## config.mk

```make
export PLATFORM = sky130hd
export DESIGN_NAME = positional_insert_list_unit
export DESIGN_NICKNAME = d
export VERILOG_FILES = /design/src/rtl/pil_pkg.sv /design/src/rtl/pil_ram.sv /design/src/rtl/pil_front.sv /design/src/rtl/pil_cmd_queue.sv /design/src/rtl/pil_back.sv /design/src/rtl/positional_insert_list_unit.sv
export VERILOG_INCLUDE_DIRS = /design/src /design/src/rtl
export SDC_FILE = /design/constraint.sdc
export NUM_CORES = 2
export LEC_CHECK = 0
export BUFFER_PORTS_ARGS = -buffer_cell sky130_fd_sc_hd__buf_4
export CORE_MARGIN = 2
export CORE_UTILIZATION = 25
export CTS_CLUSTER_SIZE = 20
export DETAILED_ROUTE_END_ITERATION = 10
export HOLD_SLACK_MARGIN = 0.05
export MAX_ROUTING_LAYER = met4
export PLACE_DENSITY_LB_ADDON = 0.25
export SETUP_SLACK_MARGIN = 0.3
export SLEW_MARGIN = 20
export SYNTH_ARGS = -nofsm -noshare
export SYNTH_HDL_FRONTEND = slang
export SYNTH_SLANG_ARGS = --single-unit
```

## constraint.sdc

```tcl
create_clock -name clk -period 11.17 [get_ports clk]
set_clock_uncertainty 0.1 [all_clocks]
set_input_delay 2.234 -clock clk [delete_from_list [all_inputs] [get_ports clk]]
set_output_delay 2.234 -clock clk [all_outputs]
set_load 0.02 [all_outputs]
```

## src/rtl/positional_insert_list_unit_macros.svh

```systemverilog
// assertion macros for the positional insert list unit
// expects clk and rst in the scope of each use
`ifndef POSITIONAL_INSERT_LIST_UNIT_MACROS_SVH
`define POSITIONAL_INSERT_LIST_UNIT_MACROS_SVH

// same-cycle implication
`define PIL_ASSERT_NOW(lbl, ante, cons) \
  lbl: assert property (@(posedge clk) disable iff (rst) (ante) |-> (cons)) \
    else $error("positional insert list check failed");

// next-cycle implication
`define PIL_ASSERT_NEXT(lbl, ante, cons) \
  lbl: assert property (@(posedge clk) disable iff (rst) (ante) |=> (cons)) \
    else $error("positional insert list check failed");

`endif

```

## src/rtl/pil_pkg.sv

```systemverilog
// shared types, constants and codes of the positional insert list unit
// no dependencies
package pil_pkg;

  localparam int LIST_DEPTH = 64;
  localparam int IDX_W      = $clog2(LIST_DEPTH);
  localparam int CNT_W      = $clog2(LIST_DEPTH + 1);
  localparam int TOKEN_W    = 32;
  localparam int POS_W      = 16;
  localparam int PLACE_W    = 6;

  localparam logic [1:0] OP_FRONT = 2'd0;
  localparam logic [1:0] OP_END   = 2'd1;
  localparam logic [1:0] OP_POS   = 2'd2;
  localparam logic [1:0] OP_READ  = 2'd3;

  localparam logic [1:0] ST_OK      = 2'd0;
  localparam logic [1:0] ST_INVALID = 2'd1;
  localparam logic [1:0] ST_BEYOND  = 2'd2;
  localparam logic [1:0] ST_FULL    = 2'd3;

  typedef struct packed {
    logic [1:0]                opcode;
    logic signed [TOKEN_W-1:0] token;
    logic signed [POS_W-1:0]   position;
  } cmd_t;

  typedef struct packed {
    logic [1:0]                status;
    logic                      has_entry;
    logic signed [TOKEN_W-1:0] entry_value;
    logic [PLACE_W-1:0]        entry_place;
    logic                      is_last;
  } result_t;

  // classified request handed from front to back
  typedef struct packed {
    logic [1:0]         status;
    logic               ins;
    logic [IDX_W-1:0]   place;
    logic [TOKEN_W-1:0] token;
    logic [CNT_W-1:0]   n_new;
  } work_t;

  typedef struct packed {
    logic full;
    logic empty;
  } fifo_stat_t;

endpackage

```

## src/rtl/pil_ram.sv

```systemverilog
// generic simple dual-port ram, one write and one registered read port
// no dependencies
module pil_ram #(
  parameter int WIDTH = 32,
  parameter int DEPTH = 64
) (
  input  logic                     clk,
  input  logic                     we,
  input  logic [$clog2(DEPTH)-1:0] waddr,
  input  logic [WIDTH-1:0]         wdata,
  input  logic                     re,
  input  logic [$clog2(DEPTH)-1:0] raddr,
  output logic [WIDTH-1:0]         rdata
);

  logic [WIDTH-1:0] mem [DEPTH];

  always_ff @(posedge clk) begin
    if (we) begin
      mem[waddr] <= wdata;
    end
    if (re) begin
      rdata <= mem[raddr];
    end
  end

endmodule

```

## src/rtl/pil_front.sv

```systemverilog
// front end: accepts requests, checks them against a shadow count
// depends on pil_pkg
module pil_front (
  input  logic                      clk,
  input  logic                      rst,
  input  logic                      push,
  input  pil_pkg::cmd_t             cmd,
  input  pil_pkg::fifo_stat_t       q_stat,
  output logic                      q_push,
  output pil_pkg::work_t            work,
  output logic [pil_pkg::CNT_W-1:0] shadow_count
);

  localparam int CMP_W = pil_pkg::POS_W + 1;

  logic             list_full;
  logic [CMP_W-1:0] pos_u;
  logic [CMP_W-1:0] limit;

  assign q_push    = push && !q_stat.full;
  assign list_full = (shadow_count == pil_pkg::CNT_W'(pil_pkg::LIST_DEPTH));
  assign pos_u     = {1'b0, cmd.position};
  assign limit     = CMP_W'(shadow_count) + CMP_W'(1);

  always_comb begin
    work.status = pil_pkg::ST_OK;
    work.ins    = 1'b0;
    work.place  = '0;
    work.token  = cmd.token;
    case (cmd.opcode)
      pil_pkg::OP_FRONT: begin
        if (list_full) begin
          work.status = pil_pkg::ST_FULL;
        end else begin
          work.ins = 1'b1;
        end
      end
      pil_pkg::OP_END: begin
        if (list_full) begin
          work.status = pil_pkg::ST_FULL;
        end else begin
          work.ins   = 1'b1;
          work.place = pil_pkg::IDX_W'(shadow_count);
        end
      end
      pil_pkg::OP_POS: begin
        if (cmd.position == '0 || cmd.position[pil_pkg::POS_W-1]) begin
          work.status = pil_pkg::ST_INVALID;
        end else if (pos_u > limit) begin
          work.status = pil_pkg::ST_BEYOND;
        end else if (list_full) begin
          work.status = pil_pkg::ST_FULL;
        end else begin
          work.ins   = 1'b1;
          work.place = pil_pkg::IDX_W'(pos_u - CMP_W'(1));
        end
      end
      default: begin
        work.status = pil_pkg::ST_OK;
      end
    endcase
    work.n_new = shadow_count + pil_pkg::CNT_W'(work.ins);
  end

  always_ff @(posedge clk) begin
    if (rst) begin
      shadow_count <= '0;
    end else if (q_push) begin
      shadow_count <= work.n_new;
    end
  end

endmodule

```

## src/rtl/pil_cmd_queue.sv

```systemverilog
// two-entry queue of classified requests between front and back
// depends on pil_pkg
module pil_cmd_queue (
  input  logic                clk,
  input  logic                rst,
  input  logic                push,
  input  pil_pkg::work_t      din,
  input  logic                pop,
  output pil_pkg::work_t      dout,
  output pil_pkg::fifo_stat_t stat
);

  pil_pkg::work_t slots [2];
  logic           wr_ptr;
  logic           rd_ptr;
  logic [1:0]     fill;

  assign dout       = slots[rd_ptr];
  assign stat.full  = (fill == 2'd2);
  assign stat.empty = (fill == 2'd0);

  always_ff @(posedge clk) begin
    if (push) begin
      slots[wr_ptr] <= din;
    end
  end

  always_ff @(posedge clk) begin
    if (rst) begin
      wr_ptr <= 1'b0;
      rd_ptr <= 1'b0;
      fill   <= 2'd0;
    end else begin
      if (push) begin
        wr_ptr <= ~wr_ptr;
      end
      if (pop) begin
        rd_ptr <= ~rd_ptr;
      end
      case ({push, pop})
        2'b10:   fill <= fill + 2'd1;
        2'b01:   fill <= fill - 2'd1;
        default: fill <= fill;
      endcase
    end
  end

endmodule

```

## src/rtl/pil_back.sv

```systemverilog
// back end: applies the insert in place while streaming the list out
// depends on pil_pkg and pil_ram
module pil_back (
  input  logic                clk,
  input  logic                rst,
  input  pil_pkg::fifo_stat_t q_stat,
  input  pil_pkg::work_t      work,
  output logic                q_pop,
  input  logic                pop,
  output logic                empty,
  output pil_pkg::result_t    result
);

  localparam logic S_IDLE = 1'b0;
  localparam logic S_RUN  = 1'b1;

  logic                        state;
  pil_pkg::work_t              cur;
  logic [pil_pkg::IDX_W-1:0]   j;
  logic [pil_pkg::TOKEN_W-1:0] prev;
  logic                        res_valid;

  logic                        adv;
  logic [pil_pkg::CNT_W-1:0]   j_next;
  logic                        last;
  logic [pil_pkg::TOKEN_W-1:0] new_val;
  logic                        re;
  logic [pil_pkg::IDX_W-1:0]   raddr;
  logic                        we;
  logic [pil_pkg::TOKEN_W-1:0] rdata;

  assign empty  = !res_valid;
  assign adv    = !res_valid || pop;
  assign q_pop  = (state == S_IDLE) && !q_stat.empty;
  assign j_next = pil_pkg::CNT_W'(j) + pil_pkg::CNT_W'(1);
  assign last   = (cur.n_new == '0) || (j_next == cur.n_new);

  // old[j] before the insert place, the token at it, old[j-1] after it
  assign new_val = (!cur.ins || j < cur.place) ? rdata :
                   (j == cur.place) ? cur.token : prev;

  always_comb begin
    re    = 1'b0;
    raddr = '0;
    if (state == S_IDLE) begin
      re = q_pop;
    end else if (adv && !last) begin
      re    = 1'b1;
      raddr = pil_pkg::IDX_W'(j_next);
    end
  end

  assign we = (state == S_RUN) && adv && (cur.n_new != '0) && cur.ins && (j >= cur.place);

  pil_ram #(
    .WIDTH (pil_pkg::TOKEN_W),
    .DEPTH (pil_pkg::LIST_DEPTH)
  ) u_list (
    .clk   (clk),
    .we    (we),
    .waddr (j),
    .wdata (new_val),
    .re    (re),
    .raddr (raddr),
    .rdata (rdata)
  );

  always_ff @(posedge clk) begin
    if (state == S_IDLE && q_pop) begin
      cur <= work;
      j   <= '0;
    end else if (state == S_RUN && adv) begin
      prev <= rdata;
      result.status <= cur.status;
      result.is_last <= last;
      if (cur.n_new == '0) begin
        result.has_entry   <= 1'b0;
        result.entry_value <= '0;
        result.entry_place <= '0;
      end else begin
        result.has_entry   <= 1'b1;
        result.entry_value <= new_val;
        result.entry_place <= pil_pkg::PLACE_W'(j);
      end
      if (!last) begin
        j <= pil_pkg::IDX_W'(j_next);
      end
    end
  end

  always_ff @(posedge clk) begin
    if (rst) begin
      state     <= S_IDLE;
      res_valid <= 1'b0;
    end else begin
      case (state)
        S_IDLE: begin
          if (q_pop) begin
            state <= S_RUN;
          end
          if (pop) begin
            res_valid <= 1'b0;
          end
        end
        S_RUN: begin
          if (adv) begin
            res_valid <= 1'b1;
            if (last) begin
              state <= S_IDLE;
            end
          end
        end
        default: begin
          state <= S_IDLE;
        end
      endcase
    end
  end

endmodule

```

## src/rtl/positional_insert_list_unit.sv

```systemverilog
// a request passes the command queue, then the list memory read and the result register of the back
// the back takes the next request only after the last result of the one before, and sets the pace
// walking the list memory through its single read port, one entry per cycle unless pop stalls it
// reset: synchronous, clears the entry count, queue and result valid flag; list memory
// needs no clearing pass since only places below the count are ever used
`include "positional_insert_list_unit_macros.svh"

module positional_insert_list_unit (
  input  logic             clk,
  input  logic             rst,
  input  logic             push,
  output logic             full,
  input  pil_pkg::cmd_t    cmd,
  output logic             empty,
  input  logic             pop,
  output pil_pkg::result_t result
);

  // front to queue
  logic                      q_push;
  pil_pkg::work_t            q_din;
  logic [pil_pkg::CNT_W-1:0] shadow_count;

  // queue to back
  logic                      q_pop;
  pil_pkg::work_t            q_dout;
  pil_pkg::fifo_stat_t       q_stat;

  // the front holds off new requests only while the queue is full
  assign full = q_stat.full;

  // front classifies each request against its own copy of the count,
  // so status is settled before the back ever sees the request
  pil_front u_front (
    .clk          (clk),
    .rst          (rst),
    .push         (push),
    .cmd          (cmd),
    .q_stat       (q_stat),
    .q_push       (q_push),
    .work         (q_din),
    .shadow_count (shadow_count)
  );

  // short queue so the front keeps taking requests during a long readout
  pil_cmd_queue u_queue (
    .clk  (clk),
    .rst  (rst),
    .push (q_push),
    .din  (q_din),
    .pop  (q_pop),
    .dout (q_dout),
    .stat (q_stat)
  );

  // back shifts entries in place while emitting the new list in order
  pil_back u_back (
    .clk    (clk),
    .rst    (rst),
    .q_stat (q_stat),
    .work   (q_dout),
    .q_pop  (q_pop),
    .pop    (pop),
    .empty  (empty),
    .result (result)
  );

  // a result without an entry is the lone result of an empty list
  `PIL_ASSERT_NOW(a_no_entry_alone, !empty && !result.has_entry, result.is_last && result.entry_place == '0)

  // inside a readout the next entry follows at once with the next place
  `PIL_ASSERT_NEXT(a_place_step, pop && !empty && !result.is_last, !empty && result.entry_place == $past(result.entry_place) + pil_pkg::PLACE_W'(1))

  // the shadow count never passes the list depth
  `PIL_ASSERT_NOW(a_count_bound, 1'b1, shadow_count <= pil_pkg::CNT_W'(pil_pkg::LIST_DEPTH))

endmodule

```

* After elaboration in Yosys (flattened, before gate mapping)
Memories as Yosys holds them, arrays and structs flattened. A register that Yosys moved wholly into a read port is not among the register bits.
Cells that the tools add are included.
** Operators by class
- Reduce and logical (&&, ||, !) cells :: 27
- Muxes and demuxes :: 30
- $add $sub $neg :: 6
- Bitwise operators :: 5
- Order comparisons :: 3
- Equality and inequality tests :: 10
** Operator list (number)
- 32-bit 2-to-1 mux :: 2
- 39-bit 2-to-1 mux :: 1
- 7-bit 2-to-1 mux :: 4
- 16-bit by 8-bit > comparator with 1-bit output :: 1
- 16-bit logical NOT :: 1
- 1-bit 2-to-1 mux :: 12
- 6-bit 2-to-1 mux :: 2
- 6-bit case mux with 2 select lines :: 1
- 7-bit by 1-bit adder with 8-bit output, second input constant :: 1
- 1-bit logical AND :: 8
- 2-bit case mux with 2 select lines :: 2
- 6-bit by 1-bit adder with 7-bit output, second input constant :: 1
- 7-bit by 1-bit adder with 7-bit output :: 1
- 7-bit == test :: 1
- 7-bit == test, second input constant :: 1
- 7-bit logical NOT :: 1
- 7-bit nonzero test :: 1
- 2-bit == test, second input constant :: 3
- 6-bit == test :: 1
- 6-bit greater-or-equal comparator :: 1
- 6-bit < comparator :: 1
- 2-bit 2-to-1 mux :: 3
- 2-bit AND reduction :: 3
- 6-bit by 1-bit subtractor with 6-bit output, second input constant :: 1
- other kinds (12) :: 27
** Storage, ports and cells
- Register bits after elaboration :: 93
- Logic and storage cells :: 96
- Output and inout bits :: 44
- Memories kept :: 2
- Bits in writable memories :: 2144
- Input port bits :: 54
** Memory list
- u_back.u_list.mem :: depth 64, bits a word 32, rd ports 1, clocked after memory_dff 1, wr ports 1, line pil_ram.sv:16 : logic [WIDTH-1:0] mem [DEPTH];
- u_queue.slots :: depth 2, bits a word 48, rd ports 1, clocked after memory_dff 1, wr ports 1, line pil_cmd_queue.sv:13 : pil_pkg::work_t slots [2];

* Logic depth before layout (Yosys ltp)
- Depth in word-level cells :: 8
- Mapped depth :: 18
- Depth with buffers taken out :: 18

* Hierarchy
From an unflattened synthesis, not the netlist that was laid out.
** Second synthesis, totals
- Cells, all modules :: 4023
- Area total of the unflattened synthesis :: 89156.8 um^2
** Modules (own cells, without submodules)
- pil_ram :: instances 1, area an instance 78835.6 um^2, cells an instance 3324
- pil_back :: instances 1, area an instance 5412.7 um^2, cells an instance 362
- pil_cmd_queue :: instances 1, area an instance 3658.5 um^2, cells an instance 171
- pil_front :: instances 1, area an instance 1249.9 um^2, cells an instance 166

* Least setup slack after synthesis
No wires, ideal clock.
- Path type :: reg-to-reg
- Start point :: register u_back.j[0] (netlist name)
- End point :: memory u_back.u_list.mem[0][10], data pin
- Stages on the path, launching flop included :: 13
- Arrival :: 5345 ps
- Setup slack :: 5017 ps
- Data required time :: 10362 ps
- Clock period less this slack :: 6153 ps
- Library setup time :: 708 ps
- Path through :: dfxtp_1 -> buf_4 -> inv_1 -> clkbuf_1 -> clkbuf_1 -> buf_1 -> clkbuf_1 -> ha_1 -> nand2_1 -> nor2_1 -> clkbuf_1 -> mux2i_1 -> o21ai_0
** On the way
- Cells in the longest elaborated chain, start to end :: 3
** Ends and longest elaborated chain
- start, declared :: line pil_back.sv:19 : logic [pil_pkg::IDX_W-1:0] j;
- start signal, assigned :: line pil_back.sv:86 : j <= pil_pkg::IDX_W'(j_next);
- 6-bit < comparator / 6-bit == test (equally long branches) :: line pil_back.sv:39, pil_back.sv:40
- 1-bit logical OR / 32-bit 2-to-1 mux (equally long branches) :: line pil_back.sv:39, pil_back.sv:40
- 32-bit 2-to-1 mux (*) :: line pil_back.sv:39 : assign new_val = (!cur.ins || j < cur.place) ? rdata :
- named net u_back.new_val, one bit :: line pil_back.sv:26 : logic [pil_pkg::TOKEN_W-1:0] new_val;
- end, declared :: line pil_ram.sv:16
The timed path passes the listed nets; every way through them passes the cells marked *.

* Worst setup path after layout
- Start point :: register u_back.j[0] (netlist name)
- End point :: register u_back.u_list.rdata[27], read port of u_back.u_list.mem, data pin
** On the way
- Cells in the longest elaborated chain, start to end :: 7
** Ends and longest elaborated chain
- 6-bit by 1-bit adder with 7-bit output (*) :: line pil_back.sv:35 : assign j_next = pil_pkg::CNT_W'(j) + pil_pkg::CNT_W'(1);
- named net u_back.j_next, one bit :: line pil_back.sv:24 : logic [pil_pkg::CNT_W-1:0] j_next;
- 7-bit == test :: line pil_back.sv:36 : assign last = (cur.n_new == '0) || (j_next == cur.n_new);
- 1-bit logical OR :: line pil_back.sv:36
- 1-bit logical NOT :: line pil_back.sv:47 : end else if (adv && !last) begin
- 1-bit logical AND :: line pil_back.sv:47
- 6-bit 2-to-1 mux / 1-bit 2-to-1 mux (equally long branches) :: line pil_back.sv:47
- 6-bit 2-to-1 mux / 1-bit 2-to-1 mux (equally long branches) :: line pil_back.sv:45 : if (state == S_IDLE) begin
- end, declared :: line pil_ram.sv:13 : output logic [WIDTH-1:0] rdata
Marks and branches as above.
A chain may end at the register's enable or synchronous reset.

==> impl_metrics.yaml <==
clock_tree:
  post_cts_resized: 0
  h-tree-depth: 5
  cts_setup_buffers: 0
  clock_latency_ps: 950
  cts_tree: "yes"
  postCtsHoldBufs: 0
  root_buffer: "clkbuf_16"
  cts-buffers-inserted: 277
  clock-sinks: 2317
  clockBufferDepth: 4
  clk_pin_slew_worst_paths_ps: 60
synth:
  synthAdderAreaFrac: 0.00343
  ys_seq_area_frac: 0.761
  synth_cell_types: 90
  syn_nets: 5329
  synth_compound_area_frac: 0.0858
  synth_edf_count: 2298
  ys.flop_type: "edfxtp_1"
  synth_area_leader_cell: "edfxtp_1"
  async_flop_share: 0
  synth_xor_area_frac: 0.00368
  syn_area_um2: 91100
  synth.mux.area_fraction: 0.0819
  yosys-top-cells-area: "edfxtp_1 (76%), mux4_2 (3.7%), mux2i_1 (3.0%)"
  synth_top_family_by_area: "compound AO/OA/AOI/OAI gates"
  synthSimpleGateAreaFrac: 0.0442
  synth_warnings: 0
  synth-seq-cells: 2317
  syn_area_per_cell_um2: 17.4
  synthCells: 5250
  synth_top_area_share: 0.757
grt:
  grt_use_total: 0.166
  antenna_found_initial: 25
  grt_max_degree: 129
  grt_pass1_vias: 50367
  grt_overflow: 0
  grt_first_pass_wirelength_um: 424000
sta:
  finalCriticalPeriod_ps: 6850
  setup_viol: 0
  rsz0062_at_grt: "no"
  max_slew.worst_pin.slew_ps: 1340
  post-route-period-util: 0.613
  finalHoldViolCount: 0
  tns_ps: 0
  relSlewSlack: 0.106
  fmax_mhz: 146
  maxSlewViolCount: 0
  setup_ws_ps: 4320
detailed_routing:
  ant_nets: 0
  drt_iter0_drc: 6319
  wl_per_cell_um: 29.3
  finalWirelength_um: 307000
  drt-pass1-iter-count: 5
  vias_per_cell: 4.99
  vias: 52378
  drc: 0
floorplan:
  rows: 221
  core_area_um2: 363000
  die_x_um: 608
  die-area_um2: 369000
  die_h_um: 608
  ioPinCount: 98
  start_util: 0.251
worst_setup_path:
  critPathMaxStageDelay_ps: 870
  cpMostUsedCell: "buf_4"
  start_kind: "register"
  path_buf_inv: 3
  worstSetupPathType: "register to register"
  path_delay_family: "buffers and inverters"
  path_max_fanout: 55
  endpoint_kind: "register"
  cp.required_ps: 11740
  cp_cell_sequence: "ha_4 -> buf_4 -> xnor2_1 -> o311a_4 -> nand4_4 -> o31ai_4 -> buf_4 -> buf_4 -> o2bb2ai_1 -> o211ai_1 -> o311ai_0 -> and4b_1"
  slowest_stage: "dfxtp_4"
  cp_data_arrival_time_ps: 7410
place:
  routabilityCongestion: 0.873
  pre_cts_ws_ps: 4090
  dp_hpwl_um: 179000
  placed_cells: 9992
  dpl_cell_area_um2: 99000
  numPortBuffers: 97
job:
  cap_violations: 0
layout:
  fin_cells: 10487
  area_growth_pct: 17.9
  utilization: 0.296
  drive_gt1_frac: 0.195
  num-nets-final: 5560
  fin_area_um2: 107000
pwr:
  powerDensity_nw_per_um2: 258
  p_leak_nw: 32.6
  ir_drop_mv: 0.179
outcome:
  outcome: "finished clean"
worst_hold_path:
  hold_path.class: "register to register"
-- worst register-to-register path: stages, from the launching register on --
cell       delay (ps)
dfxtp_4           870
ha_4              520
buf_4             760
xnor2_1           230
o311a_4           250
nand4_4           410
o31ai_4           360
buf_4             790
buf_4             860
o2bb2ai_1         210
o211ai_1          300
o311ai_0          560
and4b_1           410
-- power by group --
part / switching (mW) / total [mW] / internal [mW] / leakage [nW]
combinational: 5.60 / 7.50 / 1.90 / 7.64
sequential: 0.380 / 11.8 / 11.4 / 20.9
clock: 3.48 / 8.38 / 4.90 / 3.99
total: 9.46 / 27.7 / 18.2 / 32.6
-- flip-flops by register name, summed over array words and instances, names as in the netlist --
register              flops
u_queue.slots            96
u_queue.fill              2
u_back.res_valid          1
u_back.prev              32
u_front.shadow_count      7
u_back.result            42
u_queue.wr_ptr            1
u_back.j                  6
u_back.cur               48
u_back.state              1
u_back.u_list.mem      2048
u_back.u_list.rdata      32
u_queue.rd_ptr            1
-- cells by family (layout without fill, tap and decap cells) --
logic type | count (synthesis) | in the layout
fa+ha+maj | 25 | 25
xor+xnor | 34 | 34
other cells | 0 | 28
flops | 2317 | 2317
mux | 543 | 543
compound gates | 1081 | 1081
simple gates | 861 | 861
buf+inv | 389 | 804
-- stage by stage --
stage               hold slack (ps)  power [mW]
floorplan                       300        15.8
global placement                305        19.3
detailed placement              312        19.5
CTS                             325        27.9
global route                    333        28.5
finish                          323        27.7
-- cell type report --
| class | instances | area [um2] |
|---|---|---|
| Fill cell | 35593 | 255000 |
| Tap cell | 4794 | 6000 |
| Inverter | 37 | 144 |
| Multi-Input combinational cell | 2544 | 21200 |
| Timing Repair Buffer | 304 | 2430 |
| Clock inverter | 118 | 892 |
| Clock buffer | 345 | 7320 |
| Antenna cell | 28 | 70.1 |
| Sequential cell | 2317 | 69400 |
-- metal layers --
layer  wire length (um)  up-vias  GRT usage
met5                  0        -          -
li1                   -    21768          -
met1             135000    27957      0.227
met3              19900      431     0.0222
met4               8350        0     0.0486
met2             144000     2222      0.257
-- final timing paths --
check                                               end  slack (ps)  cells past startpoint      startpoint
worst max-delay path            u_back.u_list.rdata[27]        4320                     12     u_back.j[0]
worst min-delay path                  u_back.result[40]         320                      0  u_back.cur[46]
worst max register to register  u_back.u_list.rdata[27]        4320                     12     u_back.j[0]
worst min register to register        u_back.result[40]         320                      0  u_back.cur[46]
-- synth_stat cells, types with 33 or more instances --
cell type and number:
buf_1 33, o211ai_1 103, buf_2 122, a211oi_1 83, clkbuf_1 160, nand2_1 356, a221oi_1 78, inv_1 36
a311oi_1 41, o21ai_0 196, mux2_2 119, nor2_1 214, a21oi_1 186, edfxtp_1 2298, a32oi_1 41, nand3_1 50
o221ai_1 61, o2bb2ai_1 40, mux4_2 150, and3_1 50, mux2i_1 274, and2_1 42
-- cells in the final DEF, fill, tap and decap left out, types with 50 or more instances in the layout --
cell	Yosys	routed
a221oi_1	78	78
mux4_2	150	150
a211oi_1	83	81
nand3_1	50	50
clkbuf_1	160	61
o221ai_1	61	61
nor2_1	214	143
buf_4	24	290
nor2_4	1	71
clkinv_1	1	56
clkbuf_16	0	283
mux2i_1	274	274
edfxtp_1	2298	2298
nand2_1	356	355
o211ai_1	103	103
mux2_2	119	119
o21ai_0	196	164
a21oi_1	186	185
(Power assumes the default switching activity.)
